### src/hdl/line_rasterizer_defines.svh
// assertion macros used by the line rasterizer top level
`ifndef LINE_RASTERIZER_DEFINES_SVH
`define LINE_RASTERIZER_DEFINES_SVH

// condition on the same edge
`define LR_ASSERT_SAME(label, clk, rst_n, ante, cons) \
  label: assert property (@(posedge clk) disable iff (!rst_n) (ante) |-> (cons)) \
    else $error("line rasterizer check failed");

// condition on the following edge
`define LR_ASSERT_NEXT(label, clk, rst_n, ante, cons) \
  label: assert property (@(posedge clk) disable iff (!rst_n) (ante) |=> (cons)) \
    else $error("line rasterizer check failed");

`endif

### src/hdl/lr_pkg.sv
// types and constants of the line rasterizer
`timescale 1ns / 1ps

package lr_pkg;

  localparam int unsigned COORD_W = 16;
  localparam int unsigned COLOR_W = 16;
  localparam int unsigned ERR_W   = COORD_W + 1;
  localparam int unsigned CNT_W   = COORD_W + 1;

  // operation codes on the line channel
  localparam logic OP_START   = 1'b0;
  localparam logic OP_ADVANCE = 1'b1;

  typedef enum logic [1:0] {
    DIR_NONE = 2'd0,
    DIR_UP   = 2'd1,
    DIR_DOWN = 2'd3
  } dir_e;

  // fixed geometry of the active line
  typedef struct packed {
    dir_e               dir_col;
    dir_e               dir_row;
    logic [COORD_W-1:0] abs_dcol;
    logic [COORD_W-1:0] abs_drow;
    logic [COORD_W-1:0] span;
  } geom_t;

  // running position and error terms
  typedef struct packed {
    logic [COORD_W-1:0] cur_col;
    logic [COORD_W-1:0] cur_row;
    logic [ERR_W-1:0]   err_col;
    logic [ERR_W-1:0]   err_row;
  } track_t;

  typedef struct packed {
    logic [COORD_W-1:0] point_x;
    logic [COORD_W-1:0] point_y;
    logic [COLOR_W-1:0] point_color;
    logic               last;
  } point_t;

endpackage

### src/hdl/lr_if.sv
// channel interfaces of the line rasterizer
`timescale 1ns / 1ps

interface lr_line_if;
  logic                       valid;
  logic                       ready;
  logic                       op;
  logic [lr_pkg::COORD_W-1:0] x_start;
  logic [lr_pkg::COORD_W-1:0] y_start;
  logic [lr_pkg::COORD_W-1:0] x_end;
  logic [lr_pkg::COORD_W-1:0] y_end;
  logic [lr_pkg::COLOR_W-1:0] color;

  modport source (output valid, op, x_start, y_start, x_end, y_end, color, input ready);
  modport sink (input valid, op, x_start, y_start, x_end, y_end, color, output ready);
endinterface

interface lr_point_if;
  logic                       valid;
  logic                       ready;
  logic [lr_pkg::COORD_W-1:0] point_x;
  logic [lr_pkg::COORD_W-1:0] point_y;
  logic [lr_pkg::COLOR_W-1:0] point_color;
  logic                       last;

  modport source (output valid, point_x, point_y, point_color, last, input ready);
  modport sink (input valid, point_x, point_y, point_color, last, output ready);
endinterface

### src/hdl/lr_setup.sv
// line setup: direction, absolute delta and span from two endpoints
`timescale 1ns / 1ps

module lr_setup (
  input  logic [lr_pkg::COORD_W-1:0] x_start_i,
  input  logic [lr_pkg::COORD_W-1:0] y_start_i,
  input  logic [lr_pkg::COORD_W-1:0] x_end_i,
  input  logic [lr_pkg::COORD_W-1:0] y_end_i,
  output lr_pkg::geom_t              geom_o
);

  always_comb begin
    geom_o = '0;
    if (x_end_i > x_start_i) begin
      geom_o.dir_col  = lr_pkg::DIR_UP;
      geom_o.abs_dcol = x_end_i - x_start_i;
    end else if (x_end_i < x_start_i) begin
      geom_o.dir_col  = lr_pkg::DIR_DOWN;
      geom_o.abs_dcol = x_start_i - x_end_i;
    end else begin
      geom_o.dir_col  = lr_pkg::DIR_NONE;
      geom_o.abs_dcol = '0;
    end
    if (y_end_i > y_start_i) begin
      geom_o.dir_row  = lr_pkg::DIR_UP;
      geom_o.abs_drow = y_end_i - y_start_i;
    end else if (y_end_i < y_start_i) begin
      geom_o.dir_row  = lr_pkg::DIR_DOWN;
      geom_o.abs_drow = y_start_i - y_end_i;
    end else begin
      geom_o.dir_row  = lr_pkg::DIR_NONE;
      geom_o.abs_drow = '0;
    end
    geom_o.span = (geom_o.abs_dcol > geom_o.abs_drow) ? geom_o.abs_dcol : geom_o.abs_drow;
  end

endmodule

### src/hdl/lr_advance.sv
// one stepping update: error accumulation and conditional axis step
`timescale 1ns / 1ps

module lr_advance (
  input  lr_pkg::geom_t  geom_i,
  input  lr_pkg::track_t track_i,
  output lr_pkg::track_t track_o
);

  logic [lr_pkg::ERR_W-1:0] sum_col;
  logic [lr_pkg::ERR_W-1:0] sum_row;
  logic [lr_pkg::ERR_W-1:0] span_ext;

  always_comb begin
    span_ext = {1'b0, geom_i.span};
    sum_col  = track_i.err_col + {1'b0, geom_i.abs_dcol};
    sum_row  = track_i.err_row + {1'b0, geom_i.abs_drow};
    track_o  = track_i;
    track_o.err_col = sum_col;
    track_o.err_row = sum_row;

    if (sum_col > span_ext) begin
      track_o.err_col = sum_col - span_ext;
      unique case (geom_i.dir_col)
        lr_pkg::DIR_UP:   track_o.cur_col = track_i.cur_col + 1'b1;
        lr_pkg::DIR_DOWN: track_o.cur_col = track_i.cur_col - 1'b1;
        default:          track_o.cur_col = track_i.cur_col;
      endcase
    end

    if (sum_row > span_ext) begin
      track_o.err_row = sum_row - span_ext;
      unique case (geom_i.dir_row)
        lr_pkg::DIR_UP:   track_o.cur_row = track_i.cur_row + 1'b1;
        lr_pkg::DIR_DOWN: track_o.cur_row = track_i.cur_row - 1'b1;
        default:          track_o.cur_row = track_i.cur_row;
      endcase
    end
  end

endmodule

### src/hdl/lr_point_reg.sv
// result register driving the point channel
`timescale 1ns / 1ps

module lr_point_reg (
  input  logic              clk_i,
  input  logic              rst_ni,
  input  logic              load_i,
  input  lr_pkg::point_t    point_i,
  output logic              free_o,
  lr_point_if.source        point_o
);

  logic           valid_q;
  logic           valid_d;
  lr_pkg::point_t data_q;

  // slot is free when empty or being drained this cycle
  assign free_o  = !valid_q || point_o.ready;
  assign valid_d = load_i || (valid_q && !point_o.ready);

  always_ff @(posedge clk_i or negedge rst_ni) begin
    if (!rst_ni) begin
      valid_q <= 1'b0;
    end else begin
      valid_q <= valid_d;
    end
  end

  always_ff @(posedge clk_i) begin
    if (load_i) begin
      data_q <= point_i;
    end
  end

  assign point_o.valid       = valid_q;
  assign point_o.point_x     = data_q.point_x;
  assign point_o.point_y     = data_q.point_y;
  assign point_o.point_color = data_q.point_color;
  assign point_o.last        = data_q.last;

endmodule

### src/hdl/line_rasterizer.sv
// line rasterizer top level: line state registers and point output
`timescale 1ns / 1ps
`include "line_rasterizer_defines.svh"

// Integer line rasterizer. A start transaction (op = 0) on line_i loads two
// endpoints and a colour and produces no point. Each advance transaction
// (op = 1) then produces one point on point_o, span + 1 points in all, where
// span is the larger of the two absolute deltas; the final point carries
// last = 1. An advance with no active line is taken and dropped, and a start
// while a line is active replaces it. Coordinates wrap modulo 65536. One
// transaction is taken every cycle unless stalled; a point appears on
// point_o the cycle after its advance is taken. line_i.ready falls only while
// the single point register holds an untaken point and point_o.ready is low.

module line_rasterizer (
  input  logic        clk_i,
  input  logic        rst_ni,
  lr_line_if.sink     line_i,
  lr_point_if.source  point_o
);

  // handshake decode
  logic line_acc;
  logic is_start;
  logic emit;
  logic out_free;

  // line state
  lr_pkg::geom_t              geom_q;
  lr_pkg::geom_t              geom_d;
  lr_pkg::track_t             track_q;
  lr_pkg::track_t             track_d;
  logic [lr_pkg::CNT_W-1:0]   points_left_q;
  logic [lr_pkg::CNT_W-1:0]   points_left_d;
  logic [lr_pkg::COLOR_W-1:0] line_color_q;
  logic [lr_pkg::COLOR_W-1:0] line_color_d;
  logic                       busy_q;
  logic                       busy_d;

  // combinational results
  lr_pkg::geom_t  geom_new;
  lr_pkg::track_t track_step;
  lr_pkg::point_t point_new;

  assign line_i.ready = out_free;
  assign line_acc     = line_i.valid && line_i.ready;
  assign is_start     = (line_i.op == lr_pkg::OP_START);
  assign emit         = line_acc && !is_start && busy_q;

  lr_setup u_setup (
    .x_start_i (line_i.x_start),
    .y_start_i (line_i.y_start),
    .x_end_i   (line_i.x_end),
    .y_end_i   (line_i.y_end),
    .geom_o    (geom_new)
  );

  lr_advance u_advance (
    .geom_i  (geom_q),
    .track_i (track_q),
    .track_o (track_step)
  );

  // point leaves with the pre-step position
  always_comb begin
    point_new.point_x     = track_q.cur_col;
    point_new.point_y     = track_q.cur_row;
    point_new.point_color = line_color_q;
    point_new.last        = (points_left_q == lr_pkg::CNT_W'(1));
  end

  // next line state
  always_comb begin
    geom_d        = geom_q;
    track_d       = track_q;
    points_left_d = points_left_q;
    line_color_d  = line_color_q;
    busy_d        = busy_q;
    if (line_acc && is_start) begin
      geom_d          = geom_new;
      track_d.cur_col = line_i.x_start;
      track_d.cur_row = line_i.y_start;
      track_d.err_col = '0;
      track_d.err_row = '0;
      points_left_d   = {1'b0, geom_new.span} + lr_pkg::CNT_W'(1);
      line_color_d    = line_i.color;
      busy_d          = 1'b1;
    end else if (emit) begin
      track_d       = track_step;
      points_left_d = points_left_q - lr_pkg::CNT_W'(1);
      busy_d        = (points_left_q != lr_pkg::CNT_W'(1));
    end
  end

  always_ff @(posedge clk_i or negedge rst_ni) begin
    if (!rst_ni) begin
      geom_q        <= '0;
      track_q       <= '0;
      points_left_q <= '0;
      line_color_q  <= '0;
      busy_q        <= 1'b0;
    end else begin
      geom_q        <= geom_d;
      track_q       <= track_d;
      points_left_q <= points_left_d;
      line_color_q  <= line_color_d;
      busy_q        <= busy_d;
    end
  end

  lr_point_reg u_point_reg (
    .clk_i   (clk_i),
    .rst_ni  (rst_ni),
    .load_i  (emit),
    .point_i (point_new),
    .free_o  (out_free),
    .point_o (point_o)
  );

  // active line always has points outstanding
  `LR_ASSERT_SAME(a_busy_count, clk_i, rst_ni, 1'b1, busy_q == (points_left_q != '0))
  // error terms never pass the span
  `LR_ASSERT_SAME(a_err_bound, clk_i, rst_ni, busy_q,
    (track_q.err_col <= {1'b0, geom_q.span}) && (track_q.err_row <= {1'b0, geom_q.span}))
  // an accepted advance on an active line yields a point
  `LR_ASSERT_NEXT(a_emit_point, clk_i, rst_ni, emit, point_o.valid)
  // the final point closes the line
  `LR_ASSERT_NEXT(a_last_idle, clk_i, rst_ni, emit && point_new.last, !busy_q)

endmodule
### src/flat_wrapper.sv
// flat-port wrapper written by rule: the top's interface ports become plain ports
module line_rasterizer_flat 
  (clk_i, rst_ni, line_i_valid, line_i_op, line_i_x_start, line_i_y_start, line_i_x_end, line_i_y_end, line_i_color, line_i_ready, point_o_valid, point_o_point_x, point_o_point_y, point_o_point_color, point_o_last, point_o_ready);
  lr_line_if line_i_i ();
  lr_point_if point_o_i ();
  input  logic clk_i;
  input  logic rst_ni;
  input wire logic [$bits(line_i_i.valid)-1:0] line_i_valid;
  input wire logic [$bits(line_i_i.op)-1:0] line_i_op;
  input wire logic [$bits(line_i_i.x_start)-1:0] line_i_x_start;
  input wire logic [$bits(line_i_i.y_start)-1:0] line_i_y_start;
  input wire logic [$bits(line_i_i.x_end)-1:0] line_i_x_end;
  input wire logic [$bits(line_i_i.y_end)-1:0] line_i_y_end;
  input wire logic [$bits(line_i_i.color)-1:0] line_i_color;
  output wire logic [$bits(line_i_i.ready)-1:0] line_i_ready;
  output wire logic [$bits(point_o_i.valid)-1:0] point_o_valid;
  output wire logic [$bits(point_o_i.point_x)-1:0] point_o_point_x;
  output wire logic [$bits(point_o_i.point_y)-1:0] point_o_point_y;
  output wire logic [$bits(point_o_i.point_color)-1:0] point_o_point_color;
  output wire logic [$bits(point_o_i.last)-1:0] point_o_last;
  input wire logic [$bits(point_o_i.ready)-1:0] point_o_ready;
  assign line_i_i.valid = line_i_valid;
  assign line_i_i.op = line_i_op;
  assign line_i_i.x_start = line_i_x_start;
  assign line_i_i.y_start = line_i_y_start;
  assign line_i_i.x_end = line_i_x_end;
  assign line_i_i.y_end = line_i_y_end;
  assign line_i_i.color = line_i_color;
  assign line_i_ready = line_i_i.ready;
  assign point_o_valid = point_o_i.valid;
  assign point_o_point_x = point_o_i.point_x;
  assign point_o_point_y = point_o_i.point_y;
  assign point_o_point_color = point_o_i.point_color;
  assign point_o_last = point_o_i.last;
  assign point_o_i.ready = point_o_ready;
  line_rasterizer u_core (.clk_i(clk_i), .rst_ni(rst_ni), .line_i(line_i_i), .point_o(point_o_i));
endmodule
### config.mk
export PLATFORM = sky130hd
export DESIGN_NAME = line_rasterizer_flat
export DESIGN_NICKNAME = d
export VERILOG_FILES = /design/src/hdl/lr_pkg.sv /design/src/hdl/lr_if.sv /design/src/hdl/lr_setup.sv /design/src/hdl/lr_advance.sv /design/src/hdl/lr_point_reg.sv /design/src/hdl/line_rasterizer.sv /design/src/flat_wrapper.sv
export VERILOG_INCLUDE_DIRS = /design/src /design/src/hdl
export SDC_FILE = /design/constraint.sdc
export NUM_CORES = 1
export LEC_CHECK = 0
export ABC_AREA = 1
export BUFFER_PORTS_ARGS = -buffer_cell sky130_fd_sc_hd__buf_2
export CAP_MARGIN = 5
export CORE_MARGIN = 2
export CORE_UTILIZATION = 60
export DETAILED_ROUTE_END_ITERATION = 7
export GPL_TIMING_DRIVEN = 1
export PLACE_DENSITY_LB_ADDON = 0.1
export SLEW_MARGIN = 15
export SYNTH_ARGS = -nofsm -noshare
export SYNTH_HDL_FRONTEND = slang
export SYNTH_SLANG_ARGS = --single-unit
### constraint.sdc
create_clock -name clk_i -period 12.81 [get_ports clk_i]
set_input_delay 0.6405 -clock clk_i [delete_from_list [all_inputs] [get_ports clk_i]]
set_output_delay 0.6405 -clock clk_i [all_outputs]
set_load 0.005 [all_outputs]
# == Yosys cells after proc, flatten, opt, wreduce, memory -nomap -nowiden ==
# Index checks and enable logic that the tools add are counted.
# Widths: inputs -> output; s select.
# classes
add_sub_neg,14
mux,21
n_eq_ne,6
n_lt_le_gt_ge,7
n_reduce_logical,16
bitwise,1
# op_table
operator,count
$mux 66,2
$mux 16,7
$mux 17,4
$pmux 16 s2,2
$sub 16x16->16,4
$gt 16x16->1,3
$add 17x16->17,2
$gt 17x16->1,2
$sub 17x16->17,2
$add 16x1->16 const B,2
$lt 16x16->1,2
$sub 16x1->16 const B,2
$add 16x1->17 const B,1
$eq 17x1->1 const B,1
$ne 17x1->1 const B,1
$sub 17x1->17 const B,1
$mux 2,4
$reduce_and 3->1,2
$reduce_bool 2->1,3
$reduce_bool 3->1,2
$logic_and 1x1->1,5
$eq 2x1->1 const B,2
$eq 2x2->1 const B,2
$logic_not 1->1,2
other kinds (3),5
# totals
regBits,202
out_inout_bits,51
in_bits,85
elab_cells,82

# == Logic depth before layout (Yosys ltp) ==
# logic_depth
word_depth,7
ltp_mapped,38
mapped_depth_nobuf,37

# == Modules after synthesis ==
# From an unflattened synthesis, not the netlist that was laid out.
# unflattened
cells_unflattened,3073
area_unflattened_um2,19692.6
# modules_own_cells
module,seq_area_each_um2,area_each_um2,instances,cells_per_inst
lr_advance,0.0,6636.4,1,1292
line_rasterizer,3803.6,6552.5,1,751
lr_setup,0.0,4987.3,1,976
lr_point_reg,1496.4,1516.5,1,54

# == Worst setup path before layout ==
# OpenSTA, ideal clock, no wires.
# synth_timing
path_type,input -> register
start,input port line_i_x_end[2]
end,register u_core.points_left_q[12] (netlist name)
stages,32
path_slack_ns,8.081
t_arrival_ns,4.611
setup_time_ns,0.117
path_buffers,2
required_time_ns,12.693
cell_sequence,inv_1 > ha_1 > buf_2 > a21oi_1 > o21ai_0 > a21oi_1 > o21ai_0 > a21boi_0 > o21ai_0 > nand2_1 > nand3_1 > or2_2 > nand3_1 > nand2_1 > ha_1 > nand4_1 > nor3_1 > nand4_1 > nand2_4 > buf_8 > nand2_1 > o21ai_2 > ha_1 > nand2_1 > nor2_4 > nand2_2 > nor2_2 > nand2_2 > nand2_1 > nand2_1 > nand3_1 > nand2_1
# synth_rtl
item,line,rtl
from (decl),flat_wrapper.sv:12,input wire logic [$bits(line_i_i.x_end)-1:0] line_i_x_end;
to (signal assigned),line_rasterizer.sv:105,points_left_q <= points_left_d;
to (decl),line_rasterizer.sv:33,logic [lr_pkg::CNT_W-1:0] points_left_q;

# == Worst setup path after layout ==
# layout_timing
start,register u_core.track_q[17] (netlist name)
end,register u_core.track_q (netlist bit u_core.point_new[35])
# layout_via
elab_chain_cells,4
# layout_rtl
item,line,rtl
from (decl),line_rasterizer.sv:31,lr_pkg::track_t track_q;
from (signal assigned),line_rasterizer.sv:104,track_q <= track_d;
$add 17x16->17,lr_advance.sv:16,"sum_col = track_i.err_col + {1'b0, geom_i.abs_dcol};"
$gt 17x16->1,lr_advance.sv:22,if (sum_col > span_ext) begin
$reduce_bool 2->1 (no line),--,
$reduce_and 3->1 (no line),--,
# Every way passes these cells.
# A chain may end at the register's enable or synchronous reset.

==> flow_summary.yaml <==
clock_tree:
  cts_buffer_depth: 3
  clkTransAtPathRegs_ps: 60
  clock_latency_ps: 540
  cts_setup_buffers: 0
  cts.sinks: 202
  cts_buffers: 24
  htreeDepth: 1
  cts_tree: "yes"
  ctsResizeCount: 0
  ctsRootBufferMaster: "clkbuf_16"
  cts.hold.buffers_added: 0
grt:
  grt_max_degree: 84
  grt-ovfl-total: 0
  grt_pass1_vias: 14610
  grt_pass1_wl_mm: 73.29
  grt.total_usage: 0.3126
  antenna_found_initial: 0
setup_path:
  reg2regPathDepth: 29
  required_ps: 13210
  end_kind: "flip-flop"
  critPathKind: "flip-flop to flip-flop"
  critPathCapture: "u_core.point_new[35]"
  crit_slowest_cell: "nand3_1"
  cp_common_cell: "nand2_1"
  critical_path.max_stage_delay_ps: 1150
  crit_start: "u_core.track_q[17]"
  setup.worst_path.start_class: "flip-flop"
  timing.rr.end: "u_core.point_new[35]"
  worstReg2RegStart: "u_core.track_q[17]"
  crit_path_max_fanout: 33
  rrSetupSlack_ps: 6290
  worstPathArrival_ps: 6920
timing:
  slew_headroom: 0.2095
  slew_viol_final: 0
  fin_tns_setup_ps: 0
  max_slew.worst_pin.slew_ps: 1182
  fmax_ghz: 0.1534
  rsz0062_at_grt: "false"
  finalSetupViolCount: 0
  hold_viol_final: 0
  layout_min_cycle_time_ps: 6521
  skew_ps: 21.25
  post-route-period-util: 0.5090
pwr:
  power_frac_seq: 0.233
  p_comb_frac: 0.606
  p_sw_frac: 0.4837
  ir_worst_vdd_v: 0.0001450
  p_int_mw: 2.240
  p_switching_mw: 2.098
  clkPwrFrac: 0.160
  total_power_mw: 4.338
  power_leakage_nw: 9.477
  pwr_density_cell_nw_per_um2: 235.4
synth:
  syn_nets: 2549
  synth-seq-area-share: 0.3157
  ys_seq_elements: 202
  synth_cells: 2282
  synth_area_leaders: "dfrtp_1 23%, ha_1 13%, nand2_1 13%"
  netlist-cell-type-count: 59
  synth_top_flop_cell: "dfrtp_1"
  synth_edf_count: 49
  yosysWarnings: 0
  synth_common_cells: "561 x nand2_1, 306 x inv_1, 200 x a21oi_1, 198 x o21ai_0, 172 x ha_1"
  async_flop_share: 0.7574
  synth_top_area_frac: 0.2281
  syn_area_per_cell_um2: 7.356
  yosys.area.top_type: "dfrtp_1"
  netlist_area_um2: 16790
  synthMostInstantiatedCell: "nand2_1"
placement:
  gp_congestion: 0.9640
  post-dp-hpwl_mm: 34.47
  port_buffers: 135
layout:
  diodes: 0
  fin_nets: 2641
  syn2layout_area_growth_pct: 9.801
  drive_above_1_share: 0.1112
  utilization: 0.6672
  seqCellArea_um2: 5300
  nFillCells: 2421
  multiInputGateArea_um2: 9946
flow_run:
  drv_cap: 0
run_status:
  outcome: "complete, no violations"
route:
  avgRoutedWirePerCell_um: 16.59
  detail-route-antenna-nets: 0
  totalWireLength_mm: 45.95
  drc_errors: 0
  drtPass1Iterations: 5
  drt_iter0_markers: 1111
  vias: 15460
  via_per_inst: 5.582
die:
  die_area_um2: 29330
  io_pins: 136
  initial_core_util: 0.6076
  rows: 61
  die_height_um: 171.3
  die_x_um: 171.3
  core_um2: 27630
worst_hold_path:
  holdCritPathClass: "primary input to asynchronous set/reset pin"
-- state kept, by name, indices dropped and copies added (netlist names) --
name                                    cells
u_core.geom_q                              52
u_core.track_q                             34
u_core.point_new                           32
u_core.points_left_q                       17
u_core.line_color_q                        16
u_core.u_point_reg.point_o.point_color     16
u_core.u_point_reg.point_o.point_x         16
u_core.u_point_reg.point_o.point_y         16
u_core.busy_q                               1
u_core.u_point_reg.point_o.last             1
u_core.u_point_reg.point_o.valid            1
-- power groups by stage --
stage | clock [mW] | combinational [mW] | sequential (mW)
floorplan | 0 | 2.06 | 0.975
global placement | 0 | 2.51 | 1.01
detailed placement | 0 | 2.58 | 1.01
CTS | 0.704 | 2.61 | 1.01
global route | 0.726 | 2.99 | 1.03
finish | 0.695 | 2.63 | 1.01
-- stage by stage --
step	setup WS (ps)	instance area (um2)	std cells	hold slack, ps
4_1_cts	6466	18430	2770	217.0
6_report	6289	18430	2770	176.6
3_3_place_gp	6561	17640	2726	430.0
2_1_floorplan	8081	16790	2282	344.9
3_5_place_dp	6489	17640	2726	430.0
5_1_grt	5723	18430	2770	248.3
-- worst min-delay path by stage --
stage,cells after the start,from,slack (ps),end
final,1,rst_ni,180,u_core.track_q[14]
after global routing,1,rst_ni,250,u_core.track_q[11]
after CTS,1,rst_ni,220,u_core.track_q[11]
after detailed placement,0,u_core.line_color_q[14],430,u_core.u_point_reg.point_o.point_color[14]
after global placement,0,u_core.line_color_q[4],430,u_core.u_point_reg.point_o.point_color[4]
after floorplan,0,rst_ni,340,u_core.busy_q
-- area by class of cell --
cell class	instances	share of cell area
clock buffers	32	0.03584
flip-flops and latches	202	0.2875
inverters	313	0.06401
repair buffers	143	0.04025
clock inverters	12	0.007127
multi-input cells	1690	0.5396
well taps	378	0.02566
-- placed cells by master, fill, tap and decap left out, types with 9 or more instances in the layout --
master	n
o21ai_0	198
o22ai_1	9
a21oi_1	200
ha_1	172
o211ai_1	29
nor2_1	115
clkbuf_16	24
o21bai_1	12
buf_2	134
nor3_1	17
xor2_1	56
or2_2	12
nand4_1	15
xnor2_1	37
inv_1	305
o221ai_1	16
nand2_1	561
edfxtp_1	49
nand3_1	108
nand2_2	30
fa_1	10
dfrtp_1	153
-- kinds of logic (layout without fill, tap and decap cells) --
family | count (synthesis) | count (layout) | synth area share
xor gates and xnor gates | 93 | 93 | 0.04852
DFF | 202 | 202 | 0.3157
adders and majority gates | 182 | 182 | 0.1401
buffers and inverters | 390 | 500 | 0.09242
and+or+nand+nor | 894 | 894 | 0.2285
AOI/OAI and AO/OA | 521 | 521 | 0.1747
-- layer usage --
layer,global-route usage,share of wire,up-vias
li1,-,-,7729
met2,0.5181,0.46,457
met5,0,0,-
met1,0.4222,0.45,7186
met3,0.03912,0.055,91
met4,0.1116,0.036,0
-- worst max-delay path, delay by kind of cell, from the launching register on --
family	cells	cell delay, ps
compound gates	12	2040
xor+xnor	1	160
fa+ha+maj	3	990
buf+inv	2	130
flops	1	390
simple gates	11	2650
Power figures use the tool's default switching activity.
